<file path="src/rtl/core/tks_queue.sv">
module tks_queue #(
    parameter int W = 8
)
(
    input  logic         clk,
    input  logic         rst_n,
    input  logic         push,
    input  logic [W-1:0] push_data,
    output logic         full,
    input  logic         pop,
    output logic         valid,
    output logic [W-1:0] pop_data
);

    logic [W-1:0] slot_reg [2];
    logic         wr_ptr_reg;
    logic         rd_ptr_reg;
    logic [1:0]   fill_reg;

    assign full     = fill_reg == 2'd2;
    assign valid    = fill_reg != 2'd0;
    assign pop_data = slot_reg[rd_ptr_reg];

    // Store entries
    always_ff @(posedge clk)
    begin
        if (push && !full)
        begin
            slot_reg[wr_ptr_reg] <= push_data;
        end
    end

    // Advance pointers and fill level
    always_ff @(posedge clk or negedge rst_n)
    begin
        if (!rst_n)
        begin
            wr_ptr_reg <= 1'b0;
            rd_ptr_reg <= 1'b0;
            fill_reg   <= 2'd0;
        end
        else
        begin
            if (push && !full)
            begin
                wr_ptr_reg <= !wr_ptr_reg;
            end
            if (pop && valid)
            begin
                rd_ptr_reg <= !rd_ptr_reg;
            end
            fill_reg <= fill_reg + 2'((push && !full) ? 1 : 0) - 2'((pop && valid) ? 1 : 0);
        end
    end

endmodule

</file>
<file path="config.mk">
export PLATFORM = sky130hd
export DESIGN_NAME = tks_queue
export DESIGN_NICKNAME = d
export VERILOG_FILES = /design/src/rtl/core/tks_queue.sv
export SDC_FILE = /design/constraint.sdc
export NUM_CORES = 1
export LEC_CHECK = 0
export BUFFER_PORTS_ARGS = -buffer_cell sky130_fd_sc_hd__buf_2
export CORE_ASPECT_RATIO = 0.6
export CORE_MARGIN = 2
export CORE_UTILIZATION = 35
export CTS_CLUSTER_SIZE = 28
export DETAILED_ROUTE_END_ITERATION = 6
export PLACE_DENSITY = 0.57
export SYNTH_ARGS = -nofsm -noshare
export SYNTH_HDL_FRONTEND = slang
export SYNTH_SLANG_ARGS = --single-unit
</file>
<file path="constraint.sdc">
create_clock -name clk -period 2.1 [get_ports clk]
set_clock_uncertainty 0.15 [all_clocks]
set_input_delay 0.21 -clock clk [delete_from_list [all_inputs] [get_ports clk]]
set_output_delay 0.21 -clock clk [all_outputs]
set_load 0.005 [all_outputs]
</file>
# Word-level counts from Yosys, hierarchy flattened
# Memory sizes are Yosys's and may differ from the RTL's.
# Cells that the tools add are included.
[totals] reg_bits=4 ram_bits=16 input_bits=12 output_inout_bits=10 elab_cells=17 n_memories=1
[memory_table] name="slot_reg" depth=2 word_bits=8 rd=1 rd_ports_with_merged_regs=0 wr=1 line_no="15" rtl="logic [W-1:0] slot_reg [2];"
[classes] addsub=2 n_eq_ne=1 mux=4 n_reduce_logical=6
[ops] op="$mux W1" n=4
[ops] op="$logic_not A1 Y1" n=3
[ops] op="$add A2 B1 Y2" n=1
[ops] op="$eq A2 B2 Y1 const B" n=1
[ops] op="$logic_and A1 B1 Y1" n=2
[ops] op="$reduce_bool A2 Y1" n=1
[ops] op="$sub A2 B1 Y2" n=1

# Logic depth before layout (Yosys ltp)
[depth] word_depth=6 ltp_mapped=7

# Worst setup path before layout
# No wires, ideal clock.
[synth_path] path_kind="register to register" startpoint="reg fill_reg[1]" endpoint="reg fill_reg[1]" setup_time_ps=123 arrival_time_ps=1503 required_time_ps=1827 path_slack_ps=324 path_stages_with_launch=8 path_buffers=0 period_less_slack_ps=1776 path_cell_list="dfrtp_1 -> or2_4 -> and2_4 -> ha_1 -> inv_1 -> ha_1 -> xnor2_1 -> xnor2_1"
[synth_rtl] item="start: declaration" line_no="18" rtl="logic [1:0] fill_reg;"
[synth_rtl] item="start signal: assignment" line_no="52" rtl="fill_reg <= fill_reg + 2'((push && !full) ? 1 : 0) - 2'((pop && valid) ? 1 : 0);"
[synth_rtl] item="$reduce_bool A2 Y1" line_no="21" rtl="assign valid = fill_reg != 2'd0;"
[synth_rtl] item="net valid" line_no="11" rtl="output logic valid,"
[synth_rtl] item="$logic_and A1 B1 Y1" line_no="52"
[synth_rtl] item="$mux W1" line_no="52"
[synth_rtl] item="$sub A2 B1 Y2" line_no="52"
# The timed path passes the listed nets, and every way through them passes these cells.
# A chain may end at the register's enable or synchronous reset.

# Worst setup path in the final report
[layout_path] startpoint="reg fill_reg[1]" endpoint="reg fill_reg[1]"
[layout_via] elab_chain_len=6
[layout_rtl] item="$eq A2 B2 Y1" line_no="20" rtl="assign full = fill_reg == 2'd2;"
[layout_rtl] item="$logic_not A1 Y1" line_no="52"
[layout_rtl] item="$logic_and A1 B1 Y1" line_no="52"
[layout_rtl] item="$mux W1" line_no="52"
[layout_rtl] item="$add A2 B1 Y2" line_no="52"
[layout_rtl] item="$sub A2 B1 Y2 *" line_no="52"
# Mark *: on every way between the ends. The rest lies on a longest branch, timed or not.

==> impl_metrics.json <==
{
  "ys_top_cells_by_area": "sky130_fd_sc_hd__edfxtp_1, sky130_fd_sc_hd__dfrtp_1, sky130_fd_sc_hd__mux2_2",
  "final.setup.tns_ns": 0,
  "fp.dieH_microns": 40.6,
  "die_w_microns": 65.0,
  "synth_seq_cells": 20,
  "leakage_nw": 0.434,
  "grt_first_pass_wirelength_microns": 1930,
  "setup_crit_start_kind": "register",
  "synth_top_area_cell": "sky130_fd_sc_hd__edfxtp_1",
  "fmaxAchievable_mhz": 550,
  "tritoncts": "yes",
  "finalSetupViolations": 0,
  "finalCoreUtilization": 0.496,
  "synth_cell_types": 14,
  "gp_congestion": 0.689,
  "cts.htree.levels": 1,
  "dpl.hpwl_microns": 847,
  "crit_path_top_delay_cell": "sky130_fd_sc_hd__dfrtp_1",
  "antennaDiodeCount": 0,
  "cap_viol_max_count": 0,
  "timing_max_transition_violations_final": 0,
  "syn-cell-area_sq_um": 781,
  "period_needed_ns": 1.82,
  "first_global_vias": 389,
  "track_usage": 0.113,
  "drc": 0,
  "crit_required_ns": 2.12,
  "totalWireLength_microns": 1220,
  "final_area_sq_mm": 0.00106,
  "post_cts_resize_count": 0,
  "synth_cells": 43,
  "num-fill-cells": 188,
  "final_nets": 92,
  "number_of_flip_flops_under_the_largest_register_name": 16,
  "syn_nets": 57,
  "antenna_violations_before_repair": 0,
  "clock_transition_at_the_registers_of_the_reported_paths_ns": 0.06,
  "syn_area_per_cell_sq_um": 18.2,
  "placement_rows": 13,
  "critical_path_class": "reg -> reg",
  "effective_utilization_at_floorplan": 0.366,
  "placed_cell_area_sq_um": 926,
  "finalHoldWorstSlack_ns": 0.109,
  "crit_fanout": 3,
  "detail_route.vias_per_cell": 4.14,
  "port_buffers": 21,
  "path_cells": "or2_4 -> and2_4 -> ha_1 -> inv_1 -> ha_1 -> xnor2_1 -> xnor2_1",
  "die_area_sq_mm": 0.00264,
  "drtAntennaViolNets": 0,
  "critical_path.endpoint_type": "register",
  "first_pass_iters": 2,
  "maxSlewHeadroom": 0.724,
  "worst_slew_pin_slew_ns": 0.414,
  "fraction_of_post_synthesis_cell_area_in_the_top_cell_type_by_area": 0.615,
  "number_of_buffers_created_by_cts": 3,
  "worst_path_largest_cell_delay_ns": 0.40,
  "critical_path.top_delay_family": "adder cells",
  "yosysSeqAreaShare": 0.744,
  "clockRootBuffer": "sky130_fd_sc_hd__clkbuf_8",
  "grt_max_degree": 11,
  "arrival_time_at_the_worst_endpoint_ns": 1.84,
  "grt_setup_unrepaired": "false",
  "routed-via-count": 439,
  "power.density_mw_per_mm2": 1210,
  "fp.coreArea_sq_mm": 0.00213,
  "buffers_and_inverters_on_the_worst_path": 1,
  "layout-drive-gt1-share": 0.461,
  "overall_overflow_remaining_after_global_route": 0,
  "period_share": 0.866,
  "clkSinkCount": 20,
  "i_o_pin_cnt": 22,
  "synth-warning-count": 0,
  "outcome": "finished, final reports clean",
  "layout-area-overhead-vs-synth_pct": 35.4,
  "timing.final.hold_violations": 0,
  "worst_ir_drop_vdd_mv": 0.531,
  "worst_skew_pair.late_latency_ns": 0.25,
  "total_power_mw": 1.28,
  "clockBufferDepth": 2,
  "initialDrtViolationCount": 12,
  "worstHoldPathType": "in -> reg",
  "post_drt_wl_per_cell_microns": 11.5
}
[final cells by class]
cell class / instances / area, sq um / share of cell area
inverter: 2 / 7.51 / 0.00710
multi-input combinational: 20 / 188 / 0.178
sequential: 20 / 581 / 0.549
timing repair buffer: 31 / 203 / 0.192
clock buffer: 3 / 41.3 / 0.0391
tap: 30 / 37.5 / 0.0355
[path summary, 6_finish.rpt]
kind	from	endpoint	slack (ns)	cells after the start
setup / recovery	fill_reg[1]$_DFF_PN0_	fill_reg[1]$_DFF_PN0_	0.28	7
hold / removal	pop	rd_ptr_reg$_DFFE_PN0P_	0.11	3
setup reg to reg	fill_reg[1]$_DFF_PN0_	fill_reg[1]$_DFF_PN0_	0.28	7
hold reg to reg	wr_ptr_reg$_DFFE_PN0N_	wr_ptr_reg$_DFFE_PN0N_	0.35	1
max in group asynchronous	rst_n	rd_ptr_reg$_DFFE_PN0P_	1.54	2
min in group asynchronous	rst_n	fill_reg[0]$_DFF_PN0_	0.14	2
[routing by layer]
layer / track usage / wire length [microns]
met3: 0.0618 / 84
met2: 0.152 / 483
met5: 0 / 0
met1: 0.153 / 647
met4: 0.0319 / 0
[worst register-to-register path: cells and delay by family, from the launching register on]
family	cells	cell delay, ns
xor gates and xnor gates	2	0.29
buffers and inverters	1	0.04
and+or+nand+nor	2	0.42
adders and majority gates	2	0.44
DFF	1	0.40
[Yosys cell counts]
cell type                  instances
sky130_fd_sc_hd__and2_4            1
sky130_fd_sc_hd__and3_1            1
sky130_fd_sc_hd__buf_2             1
sky130_fd_sc_hd__dfrtp_1           4
sky130_fd_sc_hd__edfxtp_1         16
sky130_fd_sc_hd__ha_1              2
sky130_fd_sc_hd__inv_1             2
sky130_fd_sc_hd__mux2_2            8
sky130_fd_sc_hd__nand2_1           1
sky130_fd_sc_hd__nand2b_1          1
sky130_fd_sc_hd__nor2_1            1
sky130_fd_sc_hd__or2_4             1
sky130_fd_sc_hd__xnor2_1           3
sky130_fd_sc_hd__xor2_1            1
[where the power goes]
group | total (mW) | leakage (nW) | switching, mW | internal, mW
Clock | 0.233 | 0.0216 | 0.105 | 0.127
Sequential | 0.629 | 0.195 | 0.0734 | 0.555
Combinational | 0.417 | 0.217 | 0.172 | 0.245
Total | 1.28 | 0.434 | 0.350 | 0.928
[stage by stage]
step	cells	setup WS [ns]
global route	106	0.204
CTS	105	0.266
detailed placement	94	0.288
finish	106	0.281
floorplan	43	0.324
global placement	94	0.297
[cell families (layout without fill, tap and decap cells)]
group | after synthesis | after routing | synth area share
adder cells (fa/ha/maj) | 2 | 2 | 0.0320
buffers and inverters | 3 | 36 | 0.0160
multiplexers | 8 | 8 | 0.115
flip-flops | 20 | 20 | 0.744
AND/OR/NAND/NOR | 6 | 6 | 0.0481
XOR/XNOR | 4 | 4 | 0.0449
[placed cells by master, fill, tap and decap left out]
cell and instances:
sky130_fd_sc_hd__and2_4 1, sky130_fd_sc_hd__clkbuf_8 3, sky130_fd_sc_hd__dlygate4sd3_1 9, sky130_fd_sc_hd__xor2_1 1, sky130_fd_sc_hd__dfrtp_1 4, sky130_fd_sc_hd__ha_1 2, sky130_fd_sc_hd__edfxtp_1 16, sky130_fd_sc_hd__inv_1 2
sky130_fd_sc_hd__buf_4 1, sky130_fd_sc_hd__and3_1 1, sky130_fd_sc_hd__nand2_1 1, sky130_fd_sc_hd__nand2b_1 1, sky130_fd_sc_hd__xnor2_1 3, sky130_fd_sc_hd__or2_4 1, sky130_fd_sc_hd__buf_2 21, sky130_fd_sc_hd__mux2_2 8
sky130_fd_sc_hd__nor2_1 1
[timing repair]
| item | CTS | global route |
|---|---|---|
| setup buffers | 0 | 0 |
| hold buffers | 8 | 1 |
| hold endpoints to repair | 18 | 2 |
No activity file was read; power rests on OpenSTA's default activity.
