[config.mk]
export PLATFORM = sky130hd
export DESIGN_NAME = tks_front
export DESIGN_NICKNAME = d
export VERILOG_FILES = /design/src/rtl/core/tks_pkg.sv /design/src/rtl/core/tks_front.sv
export SDC_FILE = /design/constraint.sdc
export NUM_CORES = 1
export LEC_CHECK = 0
export BUFFER_PORTS_ARGS = -buffer_cell sky130_fd_sc_hd__buf_2
export CAP_MARGIN = 30
export CORE_UTILIZATION = 45
export CTS_BUF_LIST = sky130_fd_sc_hd__clkbuf_4 sky130_fd_sc_hd__clkbuf_8
export DETAILED_ROUTE_END_ITERATION = 16
export PLACE_DENSITY = 0.81
export SYNTH_ARGS = -nofsm -noshare
export SYNTH_HDL_FRONTEND = slang
export SYNTH_SLANG_ARGS = --single-unit
[constraint.sdc]
create_clock -name clk -period 3.45 [get_ports clk]
set_clock_uncertainty 0.05 [all_clocks]
set_input_delay 0.69 -clock clk [delete_from_list [all_inputs] [get_ports clk]]
set_output_delay 0.69 -clock clk [all_outputs]
set_load 0.005 [all_outputs]
[src/rtl/core/tks_pkg.sv]
package tks_pkg;

    // Configuration register indexes
    typedef enum logic [1:0] {
        REG_INV_TEMP = 2'd0,
        REG_TOP_K    = 2'd1,
        REG_TOP_P    = 2'd2,
        REG_SEED     = 2'd3
    } tks_reg_t;

    // Back-end sequencer states
    typedef enum logic [4:0] {
        BK_IDLE,
        BK_WEIGHT,
        BK_RUN,
        BK_RD,
        BK_MG,
        BK_PROD_LO,
        BK_PROD_HI,
        BK_SCAN_RD,
        BK_SCAN_ACC,
        BK_XS,
        BK_U0,
        BK_U1,
        BK_U2,
        BK_R0,
        BK_R1,
        BK_PICK_RD,
        BK_PICK_ACC,
        BK_OUT
    } tks_state_t;

    localparam logic [63:0]        XS_MULT     = 64'h2545F4914F6CDD1D;
    localparam logic [15:0]        LOG2E_Q15   = 16'd47274;
    localparam logic [63:0]        LN2_Q32     = 64'd2977044472;
    localparam int                 Y_FRAC_BITS = 35;
    localparam logic [16:0]        TOP_P_ONE   = 17'd65536;
    localparam logic signed [15:0] LOGIT_MIN   = 16'sh8000;
    localparam logic [15:0]        BEST_RESET  = 16'h8000;

    // Job handed from front to back at the end of a vocabulary
    typedef struct packed {
        logic               greedy;
        logic [15:0]        inv_temp;
        logic [16:0]        top_k;
        logic [16:0]        top_p;
        logic signed [15:0] best_value;
    } tks_job_t;

    // Generator seed load
    typedef struct packed {
        logic        load;
        logic [63:0] value;
    } tks_seed_t;

    // 2^(-f/DEPTH) in Q0.32 from the 16-term series of e^-x, x in Q0.32
    function automatic logic [31:0] exp_series(input logic [63:0] x);
        logic [63:0] sum;
        logic [63:0] term;
        sum  = 64'h1_0000_0000;
        term = 64'h1_0000_0000;
        term = ((term * x) >> 32) / 64'd1;  sum = sum - term;
        term = ((term * x) >> 32) / 64'd2;  sum = sum + term;
        term = ((term * x) >> 32) / 64'd3;  sum = sum - term;
        term = ((term * x) >> 32) / 64'd4;  sum = sum + term;
        term = ((term * x) >> 32) / 64'd5;  sum = sum - term;
        term = ((term * x) >> 32) / 64'd6;  sum = sum + term;
        term = ((term * x) >> 32) / 64'd7;  sum = sum - term;
        term = ((term * x) >> 32) / 64'd8;  sum = sum + term;
        term = ((term * x) >> 32) / 64'd9;  sum = sum - term;
        term = ((term * x) >> 32) / 64'd10; sum = sum + term;
        term = ((term * x) >> 32) / 64'd11; sum = sum - term;
        term = ((term * x) >> 32) / 64'd12; sum = sum + term;
        term = ((term * x) >> 32) / 64'd13; sum = sum - term;
        term = ((term * x) >> 32) / 64'd14; sum = sum + term;
        term = ((term * x) >> 32) / 64'd15; sum = sum - term;
        term = ((term * x) >> 32) / 64'd16; sum = sum + term;
        return (sum > 64'hFFFF_FFFF) ? 32'hFFFF_FFFF : sum[31:0];
    endfunction

endpackage

[src/rtl/core/tks_front.sv]
module tks_front
    import tks_pkg::*;
#(
    parameter int VOCAB_MAX = 65536
)
(
    input  logic                              clk,
    input  logic                              rst_n,
    input  logic                              item_valid,
    output logic                              item_ready,
    input  logic signed [15:0]                logit,
    input  logic                              last,
    input  logic                              cfg_write,
    input  logic [1:0]                        cfg_index,
    input  logic [63:0]                       cfg_data,
    input  logic                              q_valid,
    input  logic                              logit_busy,
    output logic                              lw_en,
    output logic [$clog2(VOCAB_MAX)-1:0]      lw_addr,
    output logic [15:0]                       lw_data,
    output logic                              push,
    output tks_job_t                          push_job,
    output logic [$clog2(VOCAB_MAX+1)-1:0]    push_n,
    output logic [$clog2(VOCAB_MAX)-1:0]      push_best,
    output tks_seed_t                         seed
);

    localparam int IDX_W = $clog2(VOCAB_MAX);
    localparam int CNT_W = $clog2(VOCAB_MAX + 1);

    logic [CNT_W-1:0]   count_reg;
    logic [CNT_W-1:0]   count_next;
    logic signed [15:0] best_val_reg;
    logic signed [15:0] best_val_next;
    logic [IDX_W-1:0]   best_idx_reg;
    logic [IDX_W-1:0]   best_idx_next;
    logic [15:0]        inv_temp_reg;
    logic [16:0]        top_k_reg;
    logic [16:0]        top_p_reg;
    logic               accept;
    logic               stored;
    logic               better;

    // Hold input while the queue has a job or the back end reads logits
    assign item_ready = !q_valid && !logit_busy;
    assign accept     = item_valid && item_ready;
    assign stored     = count_reg < CNT_W'(VOCAB_MAX);
    assign better     = stored && (logit > best_val_reg);

    assign lw_en   = accept && stored;
    assign lw_addr = count_reg[IDX_W-1:0];
    assign lw_data = logit;

    // Track running maximum and item count
    always_comb
    begin
        count_next    = stored ? count_reg + CNT_W'(1) : count_reg;
        best_val_next = better ? logit : best_val_reg;
        best_idx_next = better ? count_reg[IDX_W-1:0] : best_idx_reg;
    end

    // Build the job on the last transfer
    assign push                = accept && last;
    assign push_n              = count_next;
    assign push_best           = best_idx_next;
    assign push_job.greedy     = (inv_temp_reg == 16'd0) || (top_k_reg == 17'd1);
    assign push_job.inv_temp   = inv_temp_reg;
    assign push_job.top_k      = top_k_reg;
    assign push_job.top_p      = top_p_reg;
    assign push_job.best_value = best_val_next;

    assign seed.load  = cfg_write && (cfg_index == REG_SEED);
    assign seed.value = cfg_data;

    // Advance count and maximum, clear after the last transfer
    always_ff @(posedge clk or negedge rst_n)
    begin
        if (!rst_n)
        begin
            count_reg    <= '0;
            best_val_reg <= LOGIT_MIN;
            best_idx_reg <= '0;
        end
        else if (accept)
        begin
            if (last)
            begin
                count_reg    <= '0;
                best_val_reg <= LOGIT_MIN;
                best_idx_reg <= '0;
            end
            else
            begin
                count_reg    <= count_next;
                best_val_reg <= best_val_next;
                best_idx_reg <= best_idx_next;
            end
        end
    end

    // Configuration registers
    always_ff @(posedge clk or negedge rst_n)
    begin
        if (!rst_n)
        begin
            inv_temp_reg <= '0;
            top_k_reg    <= '0;
            top_p_reg    <= TOP_P_ONE;
        end
        else if (cfg_write)
        begin
            unique case (cfg_index)
                REG_INV_TEMP: inv_temp_reg <= cfg_data[15:0];
                REG_TOP_K:    top_k_reg    <= cfg_data[16:0];
                REG_TOP_P:    top_p_reg    <= cfg_data[16:0];
                default:      ;
            endcase
        end
    end

endmodule

== Word-level counts from Yosys, hierarchy flattened ==
Cells that the tools add are included.
Word-level totals
  register bits: 99
  latch bits: 0
  bits in writable memories: 0
  ROM bits: 0
  input port bits: 89
  output and inout bits: 200
  logic and storage cells: 33
  memories: 0
Operators by class
  add/sub/neg operators: 1
  $mul: 0
  div/mod/pow operators: 0
  magnitude comparators: 2
  eq/ne operators: 4
  shift operators: 0
  mux-type cells: 6
  bitwise logic cells: 0
  reductions and logical operators: 14
Operator list (number)
  $mux W16: 4
  $mux W17: 2
  $add A17 B1 Y17 const B: 1
  $eq A17 B1 Y1 const B: 1
  $lt A17 B17 Y1 const B: 1
  $gt A16 B16 Y1: 1
  $logic_not A16 Y1: 1
  $logic_and A1 B1 Y1: 6
  $reduce_and A2 Y1: 3
  $eq A2 B2 Y1 const B: 2
  $eq A2 B1 Y1 const B: 1
  $logic_not A1 Y1: 2
  $logic_not A2 Y1: 1
  $logic_or A1 B1 Y1: 1

== Longest topological paths before layout ==
Gate-level depths: netlist of run 1.
  depth after elaboration: 4
  depth in mapped cells: 10
  mapped depth without buffers: 8

== Worst setup path before layout of run 1 ==
OpenSTA, ideal clock, no wires.
  path type: input -> output
  from: input port logit[15]
  to: output port push_job[12] (netlist name)
  data arrival time: 2583 ps
  data required time: 2710 ps
  path slack: 127 ps
  cell stages on the path: 9
  buffers on the path: 2
  cell sequence: ha_1 nand4_2 nor2_1 o2bb2ai_2 o31a_2 nor3_4 buf_6 buf_6 mux2_4
RTL lines
  start, declared: RTL line tks_front.sv:11  | input logic signed [15:0] logit,
  end, declared: RTL line tks_front.sv:22  | output tks_job_t push_job,

==> out/qor.csv, run 1 <==
metric,value,unit
fmax,269,MHz
Synth Net Count,748,
port buffer count,194,
Post-Layout Inst Area,8100,µm²
drt total wl,19100,µm
critical path endpoint,push_job[0],
"count leader, synth",buf_4,
Vias per Instance,5.86,
# DRC,0,
final period utilization,108,%
CTS Buffer Depth,2,
Starting Density,46.5,%
top-area cell type share of the netlist area,37.3,%
core area,14000,µm²
CP Launch Type,input pin,
Clock Latency Late Sink,370,ps
max_slew headroom,37.6,%
DIE WIDTH,122,µm
worst vdd ir,0.579,mV
crit path capture type,primary output,
Total GRT Usage,24.2,%
CP Class,input pin to primary output,
first-pass GRT wire length,27900,µm
ANT nets after route,0,
setup_tns,-7780,ps
Worst Slack Setup Final,-266,ps
RSZ-0062 raised after global routing,true,
WP data required,2710,ps
Post-synth top cells,"buf_4 (98), dfrtp_1 (97), mux2_2 (79)",
Top Ports,289,
worst-path fanout max,8,
outcome,finished with violations,
Area Growth Syn to Fin,24.6,%
"Hold Vio Cnt, Final",0,
worst reg2reg path endpoint,best_idx_reg[10]$_DFFE_PN0P_,
Mapped Cells,642,
failing checks,negative setup slack,
CP Launch Point,logit[12],
synth unique cells,54,
Placer Congestion,0.864,
row count,43,
largest net degree at the start of global routing,46,
initial antenna violation count,0,
Area contributors post-synth,"dfrtp_1 (37%), mux2_2 (14%), buf_4 (11%), nand4_1 (3.8%), ha_1 (3.3%)",
Die H,122,µm
Reg-to-Reg Start,best_val_reg[11]$_DFFE_PN0P_,
root buffer cell,clkbuf_8,
Post-synth EDFFs,0,
H-tree depth,3,
cts hold-fix bufs,0,
Final min period,3720,ps
r2r setup slk,580,ps
share of post-route cells with drive strength above 1,52.3,%
Worst Tran Pin Value,933,ps
fin. max-slew vios,0,
hold crit path type,input pin to async pin,
iteration-0 DRC count of the detailed router,400,
Synth Register Bits,99,
post-layout net count,881,
PD cells,742,nW/µm²
Worst-path clk slew,110,ps
GRT overflow,0,
"Cell Area, Synth",6500,µm²
via count,5626,
Pre-Repair DR Iteration Count,7,
# clock sinks,99,
syn avg cell area,10.1,µm²
YS warnings,0,
Final Setup Violations,32,
wire per inst,19.9,µm
CP arrival,2980,ps
total CTS buffers,9,
"Seq/Total Area, Yosys",38.2,%
"Top FF cell, synth",dfrtp_1,
TritonCTS clock tree,yes,
dpl cell area,7110,µm²
max cap viols,0,
full die area,14900,µm²
ANT cells,0,
vias in the first global route,5220,
static leakage,4.00,nW
top cell type by total area after synthesis,dfrtp_1,
Async SR Flop Fraction,100,%
hpwl dp,11800,µm
Reg2Reg Depth,12,
report_power, final:
group          switching, mW  leakage, nW  internal [mW]
clock                  0.433       0.0821          0.271
combinational           1.56         2.71           2.01
sequential             0.256         1.21           1.47
total                   2.25         4.00           3.75
cells in the final DEF (no fill, tap or decap), types with 4 or more instances in the layout:
cell type / count
buf_2: 162
dfrtp_1: 97
buf_4: 61
mux2_2: 51
nand2_1: 47
nand4_1: 39
inv_1: 32
and3_1: 32
buf_6: 32
mux2_4: 31
o311ai_0: 16
nor2_1: 15
o311ai_2: 11
o21ai_0: 10
nand3_1: 9
ha_1: 9
clkbuf_8: 9
xnor2_1: 8
ha_4: 8
xor2_1: 7
nor4_1: 7
a21oi_2: 6
a22o_1: 6
o211ai_1: 5
o311ai_1: 5
buf_12: 5
inv_2: 4
worst max-delay path, stage by stage:
cell       delay (ps)
buf_2             130
ha_1              360
nand4_4           160
nor2_2             80
o2bb2ai_4         170
o31a_4            380
nor3_4            220
buf_12            170
buf_12            150
mux2i_2           290
buf_2             170
how the worst min path moves through the flow:
| stage | end | slack [ps] | cells after the start |
|---|---|---|---|
| global route | best_idx_reg[5]$_DFFE_PN0P_ | 210 | 1 |
| CTS | best_idx_reg[5]$_DFFE_PN0P_ | 200 | 1 |
| global placement | top_p_reg[7]$_DFFE_PN0P_ | 430 | 1 |
| detailed placement | top_p_reg[9]$_DFFE_PN0P_ | 440 | 1 |
| finish | best_idx_reg[5]$_DFFE_PN0P_ | 200 | 1 |
| floorplan | best_idx_reg[0]$_DFFE_PN0P_ | 340 | 0 |
cell type report:
class,count,area (µm²)
fillers,1094,5890
clock inverters,6,41.3
inverters,36,135
flip-flops and latches,99,2480
clock buffers,10,131
well taps,180,225
multi-input cells,366,3280
repair buffers,263,1810
per-stage QoR:
| step | util [%] | setup WS (ps) | hold WS, ps | instances | power [mW] |
|---|---|---|---|---|---|
| after global placement | 50.6 | -206 | 433 | 911 | 3.93 |
| after CTS | 56.3 | -240 | 200 | 949 | 5.59 |
| final | 57.9 | -266 | 203 | 960 | 6.01 |
| after detailed placement | 50.8 | -285 | 439 | 912 | 4.00 |
| after floorplan | - | 127 | 344 | 642 | 3.20 |
| after global routing | 57.9 | -376 | 207 | 960 | 6.32 |
timing repair:
action / 4_1_cts / 5_1_grt
gates resized for setup: 76 / 22
endpoints found under the setup margin: 32 / 32
pin swaps: 6 / 9
setup buffers: 20 / 10
gates cloned: 1 / 1
layer usage:
layer | GRT usage (%) | wire (µm) | vias to the layer above
met4 | 8.16 | 426 | 0
li1 | - | - | 2479
met2 | 40.9 | 9360 | 341
met3 | 4.03 | 1310 | 50
met1 | 31.2 | 7980 | 2756
met5 | 0 | 0 | -
cell families after synthesis:
group / count (synthesis) / share of synthesized area (%)
AO/OA/AOI/OAI: 78 / 10.8
XOR/XNOR: 15 / 2.02
adder cells (fa/ha/maj): 17 / 3.27
buffers and inverters: 177 / 16.3
flip-flops: 99 / 38.2
multiplexers: 84 / 14.7
AND/OR/NAND/NOR: 172 / 14.8
(Power assumes the default switching activity.)
==> run 2, diff against run 1 <==
--- a/config.mk
+++ b/config.mk
@@ -9,6 +9,7 @@
 export CAP_MARGIN = 30
 export CORE_UTILIZATION = 45
 export CTS_BUF_LIST = sky130_fd_sc_hd__clkbuf_4 sky130_fd_sc_hd__clkbuf_8
+export CTS_CLUSTER_DIAMETER = 120
 export DETAILED_ROUTE_END_ITERATION = 16
 export PLACE_DENSITY = 0.81
 export SYNTH_ARGS = -nofsm -noshare
==> constraint.sdc (replaced) <==
create_clock -name clk -period 3.45 [get_ports clk]
set_clock_uncertainty 0.05 [all_clocks]
set_input_delay 0.69 -clock clk [delete_from_list [all_inputs] [get_ports clk]]
set_output_delay 0.69 -clock clk [all_outputs]
set_load 0.05 [all_outputs]
==> run 2 against run 1 <==
Compared with the run above: the run still ends with negative setup slack left; count of clock-buffer cells in the layout is 1 lower; clock power is 21% higher; non-clock buffer count is 9 lower; sequential share of layout area is 0.26 points higher; utilization is 0.48 points lower; worst hold slack better by 55 ps; highest routed layer unchanged.
==> out/qor.csv, run 2 (synthesized netlist as in run 1, its figures left out) <==
metric,value,unit,change
most frequent cells in the layout,"buf_2 (161), dfrtp_1 (97), mux2_2 (59)",,
row count,43,,unchanged
fin util,57.4,%,-0.48 points
# clock sinks,99,,unchanged
full die area,14900,µm²,unchanged
Pre-Repair DR Iteration Count,5,,-2
Top Ports,289,,unchanged
Vias per Instance,5.84,,-0.35%
via count,5554,,-1.3%
ANT cells,0,,unchanged
"Hold Vio Cnt, Final",0,,unchanged
root buffer cell,clkbuf_8,,
CP Launch Type,flip-flop,,
max cap viols,0,,unchanged
Clock Latency Late Sink,380,ps,about the same
static leakage,3.96,nW,-1.1%
largest net degree at the start of global routing,56,,+22%
setup_tns,-8660,ps,-881 ps
Placer Congestion,0.830,,-4.0%
share of post-route cells with drive strength above 1,50.8,%,-1.5 points
port buffer count,194,,unchanged
Final Setup Violations,32,,unchanged
Area Growth Syn to Fin,23.6,%,
post-layout net count,872,,-1.0%
final period utilization,110,%,+2.3 points
iteration-0 DRC count of the detailed router,346,,-14%
wire per inst,19.8,µm,-0.51%
Worst Tran Pin Value,976,ps,+42.5 ps
Die H,122,µm,unchanged
max_slew headroom,34.8,%,-2.8 points
hpwl dp,11900,µm,+0.96%
failing checks,negative setup slack,,
WP data required,2710,ps,about the same
busiest grt layer,met2,,
H-tree depth,3,,unchanged
grt met2 use,39.4,%,-1.5 points
Starting Density,46.5,%,unchanged
outcome,finished with violations,,
core area,14000,µm²,unchanged
CP Class,flip-flop to primary output,,
PD cells,900,nW/µm²,+21%
first-pass GRT wire length,26800,µm,-4.0%
Final min period,3790,ps,+78.4 ps
worst-path fanout max,9,,+1
TritonCTS clock tree,yes,,
fin. max-slew vios,0,,unchanged
"commonest non-fill, non-tap cell in the layout",buf_2,,
RSZ-0062 raised after global routing,true,,
met1 usage,30.3,%,-0.94 points
Worst-path clk slew,110,ps,about the same
met3 Use GR,3.98,%,-0.047 points
"non-filler cells, final",951,,-0.94%
initial antenna violation count,0,,unchanged
drt total wl,18800,µm,-1.4%
fmax,264,MHz,-2.1%
DIE WIDTH,122,µm,unchanged
vias in the first global route,4961,,-5.0%
Min Hold Slack,258,ps,+55.3 ps
Worst Slack Setup Final,-345,ps,-78.4 ps
Post-Place Cells,914,,+0.22%
ANT nets after route,0,,unchanged
hold crit path type,input pin to async pin,,
CP arrival,3050,ps,+70 ps
GRT overflow,0,,unchanged
CTS Buffer Depth,2,,unchanged
crit path capture type,primary output,,
Total GRT Usage,23.5,%,-0.66 points
total CTS buffers,9,,unchanged
cts hold-fix bufs,0,,unchanged
worst vdd ir,0.767,mV,+32%
# DRC,0,,unchanged
## run 2: cell types whose count changed in the layout (fill, tap and decap cells not counted), moves of 3 or more
| cell | before | now |
|---|---|---|
| a21oi_2 | 6 | 3 |
| buf_6 | 32 | 22 |
| buf_8 | 0 | 15 |
| a21oi_1 | 2 | 5 |
| mux2_2 | 51 | 59 |
| buf_4 | 61 | 51 |
| mux2_4 | 31 | 23 |
## run 2: final timing paths
| kind | start | to | slack, ps | cells past startpoint |
|---|---|---|---|---|
| worst max-delay path | best_val_reg[9]$_DFFE_PN0P_ | push_best[2] | -340 | 12 |
| worst min-delay path | rst_n | best_val_reg[14]$_DFFE_PN0P_ | 260 | 1 |
| worst max register to register | best_val_reg[9]$_DFFE_PN0P_ | best_idx_reg[5]$_DFFE_PN0P_ | 510 | 13 |
| max in group asynchronous | rst_n | top_p_reg[1]$_DFFE_PN0P_ | 2350 | 2 |
| worst min register to register | top_p_reg[8]$_DFFE_PN0P_ | top_p_reg[8]$_DFFE_PN0P_ | 460 | 1 |
| min in group clk | top_p_reg[8]$_DFFE_PN0P_ | top_p_reg[8]$_DFFE_PN0P_ | 460 | 1 |
## run 2: final cells by class
cell class              instances  area [µm²]
clock buffers                   9         124
clock inverters                 7        98.8
fillers                      1147        5960
inverters                      36         135
multi-input cells             366        3190
flip-flops and latches         99        2480
well taps                     180         225
repair buffers                254        1770
## run 2: where the power goes
group	switching [mW]	internal [mW]	leakage, nW
clock	0.439	0.414	0.110
combinational	2.74	1.91	2.64
sequential	0.252	1.47	1.21
total	3.43	3.79	3.96
## run 2: critical path, cell delays in order, from the launching register on
cell and delay [ps]:
dfrtp_1 420, inv_2 80, ha_4 270, nand4_1 120
buf_4 170, a2111oi_4 350, buf_4 200, nor4_4 40
nor3_4 160, buf_6 170, buf_12 140, mux2_2 360
buf_6 160
## run 2: through the flow
stage | setup slack, ps | total power [mW] | instance area, µm²
2_1_floorplan | -11.4 | 4.63 | 6530
3_3_place_gp | -321 | 5.26 | 7160
3_5_place_dp | -417 | 5.33 | 7160
4_1_cts | -258 | 6.93 | 7830
5_1_grt | -441 | 7.51 | 8030
6_report | -345 | 7.23 | 8030
## run 2: what timing repair did
item	4_1_cts	5_1_grt
gates resized for setup	86	35
setup endpoints to repair	32	32
gates cloned	2	0
pin swaps	6	1
setup buffers	12	8
hold endpoints to repair	0	0
## run 2: metal layers
| metal | routed length [µm] | vias up |
|---|---|---|
| met3 | 1530 | 29 |
| met1 | 7650 | 2719 |
| li1 | - | 2462 |
| met2 | 9310 | 344 |
| met5 | 0 | - |
| met4 | 312 | 0 |
